<file path="src/hdl/fmgc_pkg.sv">
// Package for the FIFO mutex grant coordinator.
// Holds field widths, the request struct and the status codes.
// No dependencies.
package fmgc_pkg;

  localparam int ADDR_W  = 32;
  localparam int PORT_W  = 16;
  localparam int STAT_W  = 3;
  localparam int WCNT_W  = 5;
  localparam int ENTRY_W = ADDR_W + PORT_W;

  typedef struct packed {
    logic [ADDR_W-1:0] addr;
    logic [PORT_W-1:0] port;
  } req_t;

  localparam logic [STAT_W-1:0] STAT_GRANTED      = 3'd0;
  localparam logic [STAT_W-1:0] STAT_QUEUED       = 3'd1;
  localparam logic [STAT_W-1:0] STAT_DROPPED      = 3'd2;
  localparam logic [STAT_W-1:0] STAT_RELEASE_IDLE = 3'd3;
  localparam logic [STAT_W-1:0] STAT_RELEASE_NEXT = 3'd4;

endpackage

</file>
<file path="src/hdl/fmgc_if.sv">
// Channel interfaces: request messages in, status transactions out.
// Depends on fmgc_pkg.
interface fmgc_req_if import fmgc_pkg::*; ();
  logic              valid;
  logic              ready;
  logic [ADDR_W-1:0] sender_addr;
  logic [PORT_W-1:0] sender_port;

  modport source (output valid, output sender_addr, output sender_port, input ready);
  modport sink   (input valid, input sender_addr, input sender_port, output ready);
endinterface

interface fmgc_rsp_if import fmgc_pkg::*; ();
  logic              valid;
  logic              ready;
  logic [STAT_W-1:0] status;
  logic              grant_valid;
  logic [ADDR_W-1:0] grant_addr;
  logic [PORT_W-1:0] grant_port;
  logic [WCNT_W-1:0] waiting_count;

  modport source (output valid, output status, output grant_valid, output grant_addr,
                  output grant_port, output waiting_count, input ready);
  modport sink   (input valid, input status, input grant_valid, input grant_addr,
                  input grant_port, input waiting_count, output ready);
endinterface

</file>
<file path="src/hdl/fmgc_ram.sv">
// Generic single-write, single-read RAM with registered read data.
// No dependencies.
module fmgc_ram #(
  parameter int WIDTH = 8,
  parameter int DEPTH = 16
) (
  input  logic                                    clk,
  input  logic                                    we,
  input  logic [((DEPTH > 1) ? $clog2(DEPTH) : 1)-1:0] waddr,
  input  logic [WIDTH-1:0]                        wdata,
  input  logic                                    re,
  input  logic [((DEPTH > 1) ? $clog2(DEPTH) : 1)-1:0] raddr,
  output logic [WIDTH-1:0]                        rdata
);

  logic [WIDTH-1:0] mem [DEPTH];

  always_ff @(posedge clk) begin
    if (we) begin
      mem[waddr] <= wdata;
    end
    if (re) begin
      rdata <= mem[raddr];
    end
  end

endmodule

</file>
<file path="src/hdl/fmgc_front.sv">
// Front end: accepts request transactions into a two-entry queue.
// Depends on fmgc_pkg and fmgc_req_if.
module fmgc_front import fmgc_pkg::*; (
  input  logic       clk,
  input  logic       rst,
  fmgc_req_if.sink   req,
  output logic       q_valid,
  output req_t       q_data,
  input  logic       q_ready
);

  req_t       slots [2];
  logic       wr_idx;
  logic       rd_idx;
  logic [1:0] fill;
  logic       push;
  logic       pop;

  assign req.ready = (fill != 2'd2);
  assign push      = req.valid && req.ready;
  assign q_valid   = (fill != 2'd0);
  assign q_data    = slots[rd_idx];
  assign pop       = q_valid && q_ready;

  always_ff @(posedge clk) begin
    if (push) begin
      slots[wr_idx] <= '{addr: req.sender_addr, port: req.sender_port};
    end
    if (rst) begin
      wr_idx <= 1'b0;
      rd_idx <= 1'b0;
      fill   <= 2'd0;
    end else begin
      if (push) begin
        wr_idx <= ~wr_idx;
      end
      if (pop) begin
        rd_idx <= ~rd_idx;
      end
      case ({push, pop})
        2'b10:   fill <= fill + 2'd1;
        2'b01:   fill <= fill - 2'd1;
        default: fill <= fill;
      endcase
    end
  end

endmodule

</file>
<file path="src/hdl/fmgc_back.sv">
// Back end: lock holder, circular wait queue in RAM, result register.
// Depends on fmgc_pkg, fmgc_rsp_if and fmgc_ram.
module fmgc_back import fmgc_pkg::*; #(
  parameter int QUEUE_DEPTH = 16
) (
  input  logic       clk,
  input  logic       rst,
  input  logic       q_valid,
  input  req_t       q_data,
  output logic       q_ready,
  fmgc_rsp_if.source rsp
);

  localparam int PW = (QUEUE_DEPTH > 1) ? $clog2(QUEUE_DEPTH) : 1;
  localparam int CW = $clog2(QUEUE_DEPTH + 1);

  localparam logic ST_IDLE = 1'b0;
  localparam logic ST_READ = 1'b1;

  logic              state;
  logic              holder_valid;
  req_t              holder;
  logic [PW-1:0]     rd_ptr;
  logic [PW-1:0]     wr_ptr;
  logic [CW-1:0]     count;

  logic              out_valid;
  logic [STAT_W-1:0] out_status;
  logic              out_gvalid;
  req_t              out_grant;
  logic [WCNT_W-1:0] out_wcnt;

  logic              take;
  logic              is_release;
  logic              has_room;
  logic              ram_we;
  logic              ram_re;
  logic              load;
  logic [ENTRY_W-1:0] ram_rdata;
  req_t              head;

  function automatic logic [WCNT_W-1:0] to_wcnt(input logic [CW-1:0] c);
    logic [CW+WCNT_W-1:0] e;
    e = {{WCNT_W{1'b0}}, c};
    return e[WCNT_W-1:0];
  endfunction

  function automatic logic [PW-1:0] bump(input logic [PW-1:0] p);
    return (p == PW'(QUEUE_DEPTH - 1)) ? '0 : p + 1'b1;
  endfunction

  assign take       = (state == ST_IDLE) && q_valid && (!out_valid || rsp.ready);
  assign q_ready    = take;
  assign is_release = holder_valid && (q_data == holder);
  assign has_room   = (count < CW'(QUEUE_DEPTH));
  assign ram_we     = take && holder_valid && !is_release && has_room;
  assign ram_re     = take && is_release && (count != '0);
  assign head       = ram_rdata;
  // A result is loaded on every take except a release that must first read the queue head.
  assign load       = (take && !ram_re) || (state == ST_READ);

  fmgc_ram #(.WIDTH(ENTRY_W), .DEPTH(QUEUE_DEPTH)) u_wait_store (
    .clk   (clk),
    .we    (ram_we),
    .waddr (wr_ptr),
    .wdata (q_data),
    .re    (ram_re),
    .raddr (rd_ptr),
    .rdata (ram_rdata)
  );

  assign rsp.valid         = out_valid;
  assign rsp.status        = out_status;
  assign rsp.grant_valid   = out_gvalid;
  assign rsp.grant_addr    = out_grant.addr;
  assign rsp.grant_port    = out_grant.port;
  assign rsp.waiting_count = out_wcnt;

  always_ff @(posedge clk) begin
    if (rst) begin
      state        <= ST_IDLE;
      holder_valid <= 1'b0;
      rd_ptr       <= '0;
      wr_ptr       <= '0;
      count        <= '0;
      out_valid    <= 1'b0;
    end else begin
      if (load) begin
        out_valid <= 1'b1;
      end else if (out_valid && rsp.ready) begin
        out_valid <= 1'b0;
      end
      case (state)
        ST_IDLE: begin
          if (take) begin
            if (!holder_valid) begin
              holder_valid <= 1'b1;
              holder       <= q_data;
              out_status   <= STAT_GRANTED;
              out_gvalid   <= 1'b1;
              out_grant    <= q_data;
              out_wcnt     <= to_wcnt(count);
            end else if (is_release) begin
              if (count != '0) begin
                state <= ST_READ;
              end else begin
                holder_valid <= 1'b0;
                out_status   <= STAT_RELEASE_IDLE;
                out_gvalid   <= 1'b0;
                out_grant    <= '0;
                out_wcnt     <= to_wcnt(count);
              end
            end else if (has_room) begin
              wr_ptr     <= bump(wr_ptr);
              count      <= count + 1'b1;
              out_status <= STAT_QUEUED;
              out_gvalid <= 1'b0;
              out_grant  <= '0;
              out_wcnt   <= to_wcnt(count + 1'b1);
            end else begin
              out_status <= STAT_DROPPED;
              out_gvalid <= 1'b0;
              out_grant  <= '0;
              out_wcnt   <= to_wcnt(count);
            end
          end
        end
        ST_READ: begin
          holder     <= head;
          rd_ptr     <= bump(rd_ptr);
          count      <= count - 1'b1;
          out_status <= STAT_RELEASE_NEXT;
          out_gvalid <= 1'b1;
          out_grant  <= head;
          out_wcnt   <= to_wcnt(count - 1'b1);
          state      <= ST_IDLE;
        end
        default: state <= ST_IDLE;
      endcase
    end
  end

`ifndef SYNTHESIS
  a_count_bound: assert property (@(posedge clk) disable iff (rst)
    count <= CW'(QUEUE_DEPTH))
    else $error("wait count beyond queue depth");

  a_read_nonempty: assert property (@(posedge clk) disable iff (rst)
    (state == ST_READ) |-> (count != '0))
    else $error("queue head read with empty queue");

  a_empty_ptrs: assert property (@(posedge clk) disable iff (rst)
    (count == '0) |-> (rd_ptr == wr_ptr))
    else $error("pointers differ with empty queue");

  a_grant_holder: assert property (@(posedge clk) disable iff (rst)
    (out_valid && out_gvalid) |-> holder_valid)
    else $error("grant pending without a holder");
`endif

endmodule

</file>
<file path="src/hdl/fifo_mutex_grant_coordinator.sv">
// Path: a result is registered in the front queue, then in the back-end result register;
//   a release that hands the lock to the head of the wait queue also passes through
//   ST_READ, where the registered read data of the wait-queue RAM is taken.
// Throughput: one request per cycle while the sink takes results; a release that grants
//   the next waiter holds the back end in ST_READ for the RAM's registered read port.
// Reset (rst, synchronous): clears holder, queue pointers, count and both channels;
//   wait-queue RAM contents are not cleared, entries are only read after being written.
module fifo_mutex_grant_coordinator import fmgc_pkg::*; #(
  parameter int QUEUE_DEPTH = 16
) (
  input  logic       clk,
  input  logic       rst,
  fmgc_req_if.sink   req,
  fmgc_rsp_if.source rsp
);

  // Front end only buffers requests; all classification against the holder
  // happens in the back end, since it depends on every earlier transaction.
  logic q_valid;
  req_t q_data;
  logic q_ready;

  fmgc_front u_front (
    .clk     (clk),
    .rst     (rst),
    .req     (req),
    .q_valid (q_valid),
    .q_data  (q_data),
    .q_ready (q_ready)
  );

  // Back end: compare against holder, push or pop the wait queue, and hold
  // the status transaction in an output register until the sink takes it.
  fmgc_back #(.QUEUE_DEPTH(QUEUE_DEPTH)) u_back (
    .clk     (clk),
    .rst     (rst),
    .q_valid (q_valid),
    .q_data  (q_data),
    .q_ready (q_ready),
    .rsp     (rsp)
  );

endmodule

</file>
<file path="src/flat_wrapper.sv">
// flat-port wrapper written by rule: the top's interface ports become plain ports
module fifo_mutex_grant_coordinator_flat import fmgc_pkg::*;
#(
  parameter int QUEUE_DEPTH = 16
)
  (clk, rst, req_valid, req_sender_addr, req_sender_port, req_ready, rsp_valid, rsp_status, rsp_grant_valid, rsp_grant_addr, rsp_grant_port, rsp_waiting_count, rsp_ready);
  fmgc_req_if req_i ();
  fmgc_rsp_if rsp_i ();
  input  logic clk;
  input  logic rst;
  input wire logic [$bits(req_i.valid)-1:0] req_valid;
  input wire logic [$bits(req_i.sender_addr)-1:0] req_sender_addr;
  input wire logic [$bits(req_i.sender_port)-1:0] req_sender_port;
  output wire logic [$bits(req_i.ready)-1:0] req_ready;
  output wire logic [$bits(rsp_i.valid)-1:0] rsp_valid;
  output wire logic [$bits(rsp_i.status)-1:0] rsp_status;
  output wire logic [$bits(rsp_i.grant_valid)-1:0] rsp_grant_valid;
  output wire logic [$bits(rsp_i.grant_addr)-1:0] rsp_grant_addr;
  output wire logic [$bits(rsp_i.grant_port)-1:0] rsp_grant_port;
  output wire logic [$bits(rsp_i.waiting_count)-1:0] rsp_waiting_count;
  input wire logic [$bits(rsp_i.ready)-1:0] rsp_ready;
  assign req_i.valid = req_valid;
  assign req_i.sender_addr = req_sender_addr;
  assign req_i.sender_port = req_sender_port;
  assign req_ready = req_i.ready;
  assign rsp_valid = rsp_i.valid;
  assign rsp_status = rsp_i.status;
  assign rsp_grant_valid = rsp_i.grant_valid;
  assign rsp_grant_addr = rsp_i.grant_addr;
  assign rsp_grant_port = rsp_i.grant_port;
  assign rsp_waiting_count = rsp_i.waiting_count;
  assign rsp_i.ready = rsp_ready;
  fifo_mutex_grant_coordinator #(.QUEUE_DEPTH(QUEUE_DEPTH)) u_core (.clk(clk), .rst(rst), .req(req_i), .rsp(rsp_i));
endmodule
</file>
<file path="config.mk">
export PLATFORM = sky130hd
export DESIGN_NAME = fifo_mutex_grant_coordinator_flat
export DESIGN_NICKNAME = d
export VERILOG_FILES = /design/src/hdl/fmgc_pkg.sv /design/src/hdl/fmgc_if.sv /design/src/hdl/fmgc_ram.sv /design/src/hdl/fmgc_front.sv /design/src/hdl/fmgc_back.sv /design/src/hdl/fifo_mutex_grant_coordinator.sv /design/src/flat_wrapper.sv
export SDC_FILE = /design/constraint.sdc
export NUM_CORES = 1
export LEC_CHECK = 0
export BUFFER_PORTS_ARGS = -buffer_cell sky130_fd_sc_hd__buf_4
export CORE_MARGIN = 2
export CORE_UTILIZATION = 55
export DETAILED_ROUTE_END_ITERATION = 6
export PLACE_DENSITY = 0.8
export RECOVER_POWER = 50
export SLEW_MARGIN = 10
export SYNTH_ARGS = -nofsm -noshare
export SYNTH_HDL_FRONTEND = slang
export SYNTH_SLANG_ARGS = --single-unit
</file>
<file path="constraint.sdc">
create_clock -name clk -period 6.4 [get_ports clk]
set_input_delay 0.64 -clock clk [delete_from_list [all_inputs] [get_ports clk]]
set_output_delay 0.64 -clock clk [all_outputs]
set_load 0.005 [all_outputs]
</file>
Word-level counts from Yosys, hierarchy flattened
Memory sizes are Yosys's and may differ from the RTL's. A register that Yosys moved wholly into a read port is not among the register bits.
Index checks and enable logic that the tools add are counted.
{"block": "op_classes", "n_eq_ne": 11, "magnitude_cmp": 1, "addsub": 6, "bitwise_logic": 5, "n_mux": 47, "reduce_logical": 26}
{"operator": "two-way mux 48 bit", "count": 6}
{"operator": "one-hot mux 48 bit (2 select lines)", "count": 2}
{"operator": "== test 48 bit", "count": 1}
{"operator": "two-way mux 5 bit", "count": 8}
{"operator": "one-hot mux 5 bit (2 select lines)", "count": 2}
{"operator": "two-way mux 1 bit", "count": 18}
{"operator": "logical AND 1 bit", "count": 12}
{"operator": "two-way mux 3 bit", "count": 4}
{"operator": "inequality test 2 bit, second input constant", "count": 5}
{"operator": "AND reduction 3 bit", "count": 3}
{"operator": "adder 4 x 1 -> 4 bit, second input constant", "count": 2}
{"operator": "== test 4 bit, second input constant", "count": 2}
{"operator": "two-way mux 4 bit", "count": 2}
{"operator": "one-hot mux 3 bit (2 select lines)", "count": 1}
{"operator": "nonzero test 2 bit", "count": 3}
{"operator": "adder 5 x 1 -> 5 bit, second input constant", "count": 1}
{"operator": "less-than comparator 5 bit, second input constant", "count": 1}
{"operator": "NOT 1 bit", "count": 5}
{"operator": "AND reduction 5 bit", "count": 1}
{"operator": "nonzero test 5 bit", "count": 1}
{"operator": "subtractor 5 x 1 -> 5 bit, second input constant", "count": 1}
{"operator": "inequality test 4 bit, second input constant", "count": 1}
{"operator": "one-hot mux 1 bit (2 select lines)", "count": 2}
{"operator": "one-hot mux 2 bit (2 select lines)", "count": 1}
{"operator": "other kinds (8)", "count": 11}
{"block": "word_totals", "inputBits": 52, "n_memories": 2, "ramBits": 864, "wordCells": 114, "output_inout_bits": 59, "reg_bits": 125}
{"memory": "u_core.u_back.u_wait_store.mem", "depth": 16, "width": 48, "rd": 1, "rd_clocked_by_memory_dff": 1, "wr": 1, "line": "fmgc_ram.sv:16", "rtl": "logic [WIDTH-1:0] mem [DEPTH];"}
{"memory": "u_core.u_front.slots", "depth": 2, "width": 48, "rd": 1, "rd_clocked_by_memory_dff": 1, "wr": 1, "line": "fmgc_front.sv:12", "rtl": "req_t slots [2];"}

Longest topological paths before layout
{"block": "logic_depth", "depth_word": 9, "depth_mapped": 10, "depth_no_buf": 8}

By module
From an unflattened synthesis, not the netlist that was laid out.
{"block": "hier_totals", "cells_unflattened": 1828, "area_unflattened_um2": 39638.0}
{"mod": "fmgc_ram", "cells_each": 1242, "seq_area_each_um2": 24503.5, "instances": 1, "area_each_um2": 30171.4}
{"mod": "fmgc_back", "cells_each": 413, "seq_area_each_um2": 3473.3, "instances": 1, "area_each_um2": 5790.6}
{"mod": "fmgc_front", "cells_each": 173, "seq_area_each_um2": 2982.9, "instances": 1, "area_each_um2": 3676.0}

Least setup slack after synthesis
OpenSTA, ideal clock, no wires.
{"block": "synth_path", "kind": "flip-flop to flip-flop", "from": "register with a tool-made name", "to": "register u_core.u_back.out_grant, in the netlist u_core.u_back.rsp.grant_addr[0] (enable)", "path_stages_with_launch": 11, "synth_period_minus_slack_ns": 5.128, "slack_ns": 1.272, "setup_time_ns": 0.491, "n_path_buf": 3, "required_time_ns": 5.909, "arrival_time_ns": 4.638, "cell_sequence": "dfxtp_1 buf_6 buf_6 mux2_2 xor2_1 nor2_1 nand4_1 nor4_2 buf_4 a21o_1 a21oi_1"}
{"element": "end signal: assignment", "line": "fmgc_back.sv:101", "rtl": "out_grant <= q_data;"}
{"element": "end: declaration", "line": "fmgc_back.sv:30", "rtl": "req_t out_grant;"}

==> flow_results.org <==
** Status
- Result of the run :: finished with violations
- The checks that failed: antenna violations, max-capacitance violations, max-slew violations.

** Route
- DRT iter0 DRCs :: 3004
- First drt pass iteration count :: 6
- Met3 WL post-DR :: 10.57 mm
- DR vias/cell :: 6.564
- The detailed router used layers up to and including met4.
- Routed length on met2 :: 45.05 mm
- Detailed-route via count :: 19340
- For this run, design rule violations remaining after detail routing come to 0.
- WL per Instance :: 31.63 microns
- The final layout contains routed wiring with a total length of 93.22 mm.
- Number of routed nets with antenna violations :: 1
- M1 WL :: 34.91 mm

** Timing
- Counting I/O delays and the setup requirement, the final critical path takes 5.388 ns.
- Fin crit share :: 84.19%
- In this run the tightest slew margin relative to its limit is -160.1%.
- Setup repair after global routing missed its margin :: false
- The number of failing hold endpoints at the final stage was 0.
- Timing would allow up to 0.1856 GHz.
- After routing, the total negative slack on setup checks comes to 0 ns.
- Once routing completed, OpenROAD measured the worst setup slack at 1.012 ns.
- Worst Max-Slew Pin Slew :: 3.901 ns
- Setup violations remaining at the end of the flow were counted as 0.
- Hold is met by 0.1714 ns.
- Between clock sinks in the finished design, the worst skew comes to 0.03611 ns.
- Final Max Slew Viols :: 98

** Setup path
- Slowest cell on crit path :: sky130_fd_sc_hd__nor3_1
- Crit path required time :: 6.69 ns
- In this design, the stage delay of the slowest critical-path cell is 0.82 ns.
- Most frequent cell on the critical path :: sky130_fd_sc_hd__buf_4
- Measured in cells, the most critical reg-to-reg path has a length of 10.
- Highest net fanout along the worst path :: 31
- Nature of the critical path endpoint :: flip-flop
- At the worst endpoint, the arrival time is 5.67 ns.
- By startpoint and endpoint, the worst setup path is classified as flip-flop to flip-flop.
- End of the worst register-to-register path :: u_core.u_back.u_wait_store.mem[13][30]
- Critical Path Source Type :: flip-flop
- Across all register-to-register paths, the minimum setup slack is 1.01 ns.
- List of cells traversed by the critical path :: buf_12 > mux2_1 > xor2_1 > nor4_1 > nand4_1 > nor4_2 > buf_4 > nor3_1 > and3_2 > buf_4

** Placed design
- Detail Placement HPWL :: 48.30 mm
- At the placement stage, the worst setup path has a slack of 1.356 ns.
- Total instance count after detailed placement :: 2763
- Number of buffer cells added on primary ports :: 110
- Routability cong. :: 0.8876
- Placed cell area :: 41790 sq um

** Power
- Part of the power in the clock network :: 34.2%
- Net switching power :: 4.054 mW
- For this design the ratio of total power to cell area is 356.2 nW/um^2.
- VDD sags by at most 0.2614 mV.
- Summing internal, switching and leakage power gives 15.90 mW.
- Combinational logic is responsible for 12.0% of the overall power.
- Leakage power figure :: 13.77 nW
- Internal Dissipation :: 11.84 mW
- Switching portion of total power :: 25.50%
- Per report_power, the sequential group accounts for 53.7% of the total.

** Yosys
- Summed over all instances, the cell type with the most area after synthesis is sky130_fd_sc_hd__edfxtp_1.
- The synthesized netlist devotes 0.7398% of its cell area to compound gates.
- The top cell type by area accounts for 76.84% of the synthesized area.
- Post-synthesis mux area share :: 16.53%
- Net count after synthesis :: 1814
- Proportion of register bits with asynchronous set or reset after synthesis :: 0%
- Ranked by total cell area, the synthesized netlist is headed by sky130_fd_sc_hd__edfxtp_1 (77%), sky130_fd_sc_hd__mux4_2 (14%), sky130_fd_sc_hd__mux2_2 (2.6%).
- Distinct cell type count after synthesis :: 47
- Post-Synthesis Cells :: 1753
- For this run, the leading register cell type out of synthesis is sky130_fd_sc_hd__edfxtp_1.
- Each instance of the synthesized netlist takes up on average 22.67 sq um.
- By area, the combinational part of the netlist is dominated by multiplexers.
- Synth Warn # :: 0
- Post-synth EDFFs :: 1017
- Xor-xnor portion of the synthesized cell area :: 1.168%
- Number of storage elements in the synthesis netlist :: 1038
- Basic-gate share of the synthesized area counting and, or, nand and nor cells :: 2.383%
- After synthesis, flip-flops and latches occupy 77.89% of the total area.
- Post-synthesis share of cell area spent on full adders, half adders and majority gates :: 0.2833%
- Netlist area before placement :: 39750 sq um

** Final layout
- Footprint of the multi-input gates :: 8408 sq um
- Summing all flip-flop and latch instances after layout gives 30980 sq um.
- Fill cells :: 4509
- Relative to the synthesized area, the layout overhead comes to 12.27%.
- Count of placed standard cells in the final layout, fillers left out :: 2947
- Fraction of layout cells with a size suffix above 1 :: 26.72%
- For this run, the post-layout net count is 1976.
- Layout Cell Area excl Fill :: 44620 sq um
- Once layout is complete, the utilization of the core stands at 62.42%.

** Hold path
- The worst hold path terminates at u_core.u_front.slots[0][2].
- The worst hold path begins at req_sender_port[2].
- Hold Crit Class :: input port to flip-flop
- Counting instances, the worst hold path has a depth of 1.

** GRT
- Grt total ovfl :: 0
- Maximum number of pins on one net before global-route repair :: 132
- The initial antenna violation count was 1.
- Vias in the first global route :: 19690
- The first global-routing pass estimated 135.5 mm of wire.
- Global routing consumed, over all layers together, 25.41% of the routing resources.

** Die
- DIE HEIGHT :: 272.8 microns
- After floorplanning, the core was sized to cover 71490 sq um.
- Initial core utilization :: 55.60%
- The initialized floorplan defines 98 standard-cell rows.
- For this design the top-level I/O count stands at 111.
- Floorplan die area :: 74430 sq um
- Horizontal extent of the die :: 272.8 microns

** CTS
- Clock tree buffer depth :: 3
- In this run, CTS created clock tree buffers numbering 100.
- Buffers added to address setup during post-CTS repair amount to 0.
- H-Tree Level Count :: 3
- Post-cts hold buffer count :: 0
- Root Buffer Master :: sky130_fd_sc_hd__clkbuf_16
- Gates resized during post-CTS repair numbered 0.
- Counting every sink on the clock net gives 1038.
- Clock input transition at the sequential cells of the worst setup and hold paths :: 0.06 ns
- TritonCTS built the clock tree.
- The later pin in the worst-skew pair is clocked with a latency of 0.68 ns.

** Job
- Max-cap violations in this run came to 2.
[how the worst max path moves through the flow]
stage               slack [ns]                                      to  cells after the start
global placement          1.56  u_core.u_back.u_wait_store.mem[14][30]                     10
detailed placement        1.36  u_core.u_back.u_wait_store.mem[13][27]                     10
finish                    1.01  u_core.u_back.u_wait_store.mem[13][30]                     10
global route              0.86  u_core.u_back.u_wait_store.mem[13][30]                     10
CTS                       1.28  u_core.u_back.u_wait_store.mem[13][30]                     10
floorplan                 1.27         u_core.u_back.rsp.grant_addr[0]                     10
[Yosys cell counts, types with 15 or more instances]
cell,number
sky130_fd_sc_hd__and2_1,54
sky130_fd_sc_hd__and3_1,15
sky130_fd_sc_hd__buf_1,18
sky130_fd_sc_hd__clkbuf_1,56
sky130_fd_sc_hd__dfxtp_1,21
sky130_fd_sc_hd__edfxtp_1,1017
sky130_fd_sc_hd__inv_1,15
sky130_fd_sc_hd__mux2_2,91
sky130_fd_sc_hd__mux4_2,240
sky130_fd_sc_hd__nand2_1,16
sky130_fd_sc_hd__nor2_1,27
sky130_fd_sc_hd__nor4_1,22
sky130_fd_sc_hd__xor2_1,47
[final cells by class]
| class | count | area share [%] |
|---|---|---|
| Sequential cell | 1038 | 69.42 |
| Tap cell | 950 | 2.664 |
| Multi-Input combinational cell | 617 | 18.84 |
| Antenna cell | 6 | 0.03365 |
| Clock inverter | 56 | 0.8272 |
| Inverter | 16 | 0.1346 |
| Clock buffer | 122 | 5.863 |
| Timing Repair Buffer | 142 | 2.218 |
[layer usage]
| metal | vias up | track usage (%) |
|---|---|---|
| met4 | 0 | 7.707 |
| met5 | - | 0 |
| li1 | 7646 | - |
| met2 | 1391 | 40.13 |
| met3 | 188 | 6.792 |
| met1 | 10120 | 35.24 |
[power groups by stage]
| stage | Combinational [mW] | Clock [mW] | Sequential (mW) |
|---|---|---|---|
| final | 1.91 | 5.44 | 8.54 |
| after CTS | 1.96 | 5.50 | 8.52 |
| after floorplan | 1.09 | 0 | 8.59 |
| after detailed placement | 1.93 | 0 | 8.65 |
| after global placement | 1.84 | 0 | 8.64 |
| after global routing | 2.04 | 5.75 | 8.56 |
[kinds of logic after synthesis]
group	Yosys count
AO/OA/AOI/OAI	45
XOR/XNOR	53
adder cells (fa/ha/maj)	9
buffers and inverters	98
flip-flops	1038
multiplexers	341
AND/OR/NAND/NOR	169
[placed cells by master (no fill, tap or decap), types with 4 or more instances in the layout]
cell                        instances
sky130_fd_sc_hd__mux4_2           240
sky130_fd_sc_hd__and2_2             4
sky130_fd_sc_hd__o21ai_0            6
sky130_fd_sc_hd__nand4_1            7
sky130_fd_sc_hd__mux2_1            71
sky130_fd_sc_hd__and2_1            50
sky130_fd_sc_hd__mux2i_1            8
sky130_fd_sc_hd__dfxtp_4            4
sky130_fd_sc_hd__xor2_1            47
sky130_fd_sc_hd__a21oi_1           12
sky130_fd_sc_hd__a31oi_1            4
sky130_fd_sc_hd__or4_1              4
sky130_fd_sc_hd__mux2_2            22
sky130_fd_sc_hd__clkinv_1          25
sky130_fd_sc_hd__clkbuf_1          56
sky130_fd_sc_hd__nor4_1            21
sky130_fd_sc_hd__nand2_1           15
sky130_fd_sc_hd__nor3_1             6
sky130_fd_sc_hd__dfxtp_1           16
sky130_fd_sc_hd__nand3_1            7
sky130_fd_sc_hd__buf_4             28
sky130_fd_sc_hd__nor2b_1            4
sky130_fd_sc_hd__inv_1             15
sky130_fd_sc_hd__nor2_1            25
sky130_fd_sc_hd__clkbuf_16        101
sky130_fd_sc_hd__clkbuf_4          72
sky130_fd_sc_hd__o31ai_1            7
sky130_fd_sc_hd__ha_1               9
sky130_fd_sc_hd__diode_2            6
sky130_fd_sc_hd__and3_2            14
sky130_fd_sc_hd__buf_12             5
sky130_fd_sc_hd__edfxtp_1        1017
sky130_fd_sc_hd__xnor2_1            6
sky130_fd_sc_hd__clkinv_2          19
[state kept, by name, indices dropped and copies added, names as in the netlist, named ones only]
signal,count
u_core.u_back.holder_valid,1
u_core.u_back.rsp.grant_port,16
u_core.u_back.rsp.valid,1
u_core.u_back.u_wait_store.mem,768
u_core.u_front.fill,2
u_core.u_front.wr_idx,1
u_core.u_back.rsp.grant_addr,32
u_core.u_back.rsp.grant_valid,1
u_core.u_front.slots,96
u_core.u_back.rsp.waiting_count,5
u_core.u_back.u_wait_store.rdata,48
u_core.u_back.count,5
u_core.u_front.rd_idx,1
u_core.u_back.rd_ptr,4
u_core.u_back.rsp.status,3
u_core.u_back.holder,48
u_core.u_back.wr_ptr,4
u_core.u_back.state,1
[worst max-delay path: cells and delay by family (launching register included)]
kind	cells	cell delay, ns
XOR/XNOR	1	0.44
multiplexers	1	0.61
AND/OR/NAND/NOR	5	1.99
flip-flops	1	0.70
buffers and inverters	3	1.19
Note: power is estimated with default switching activity, not from simulation.
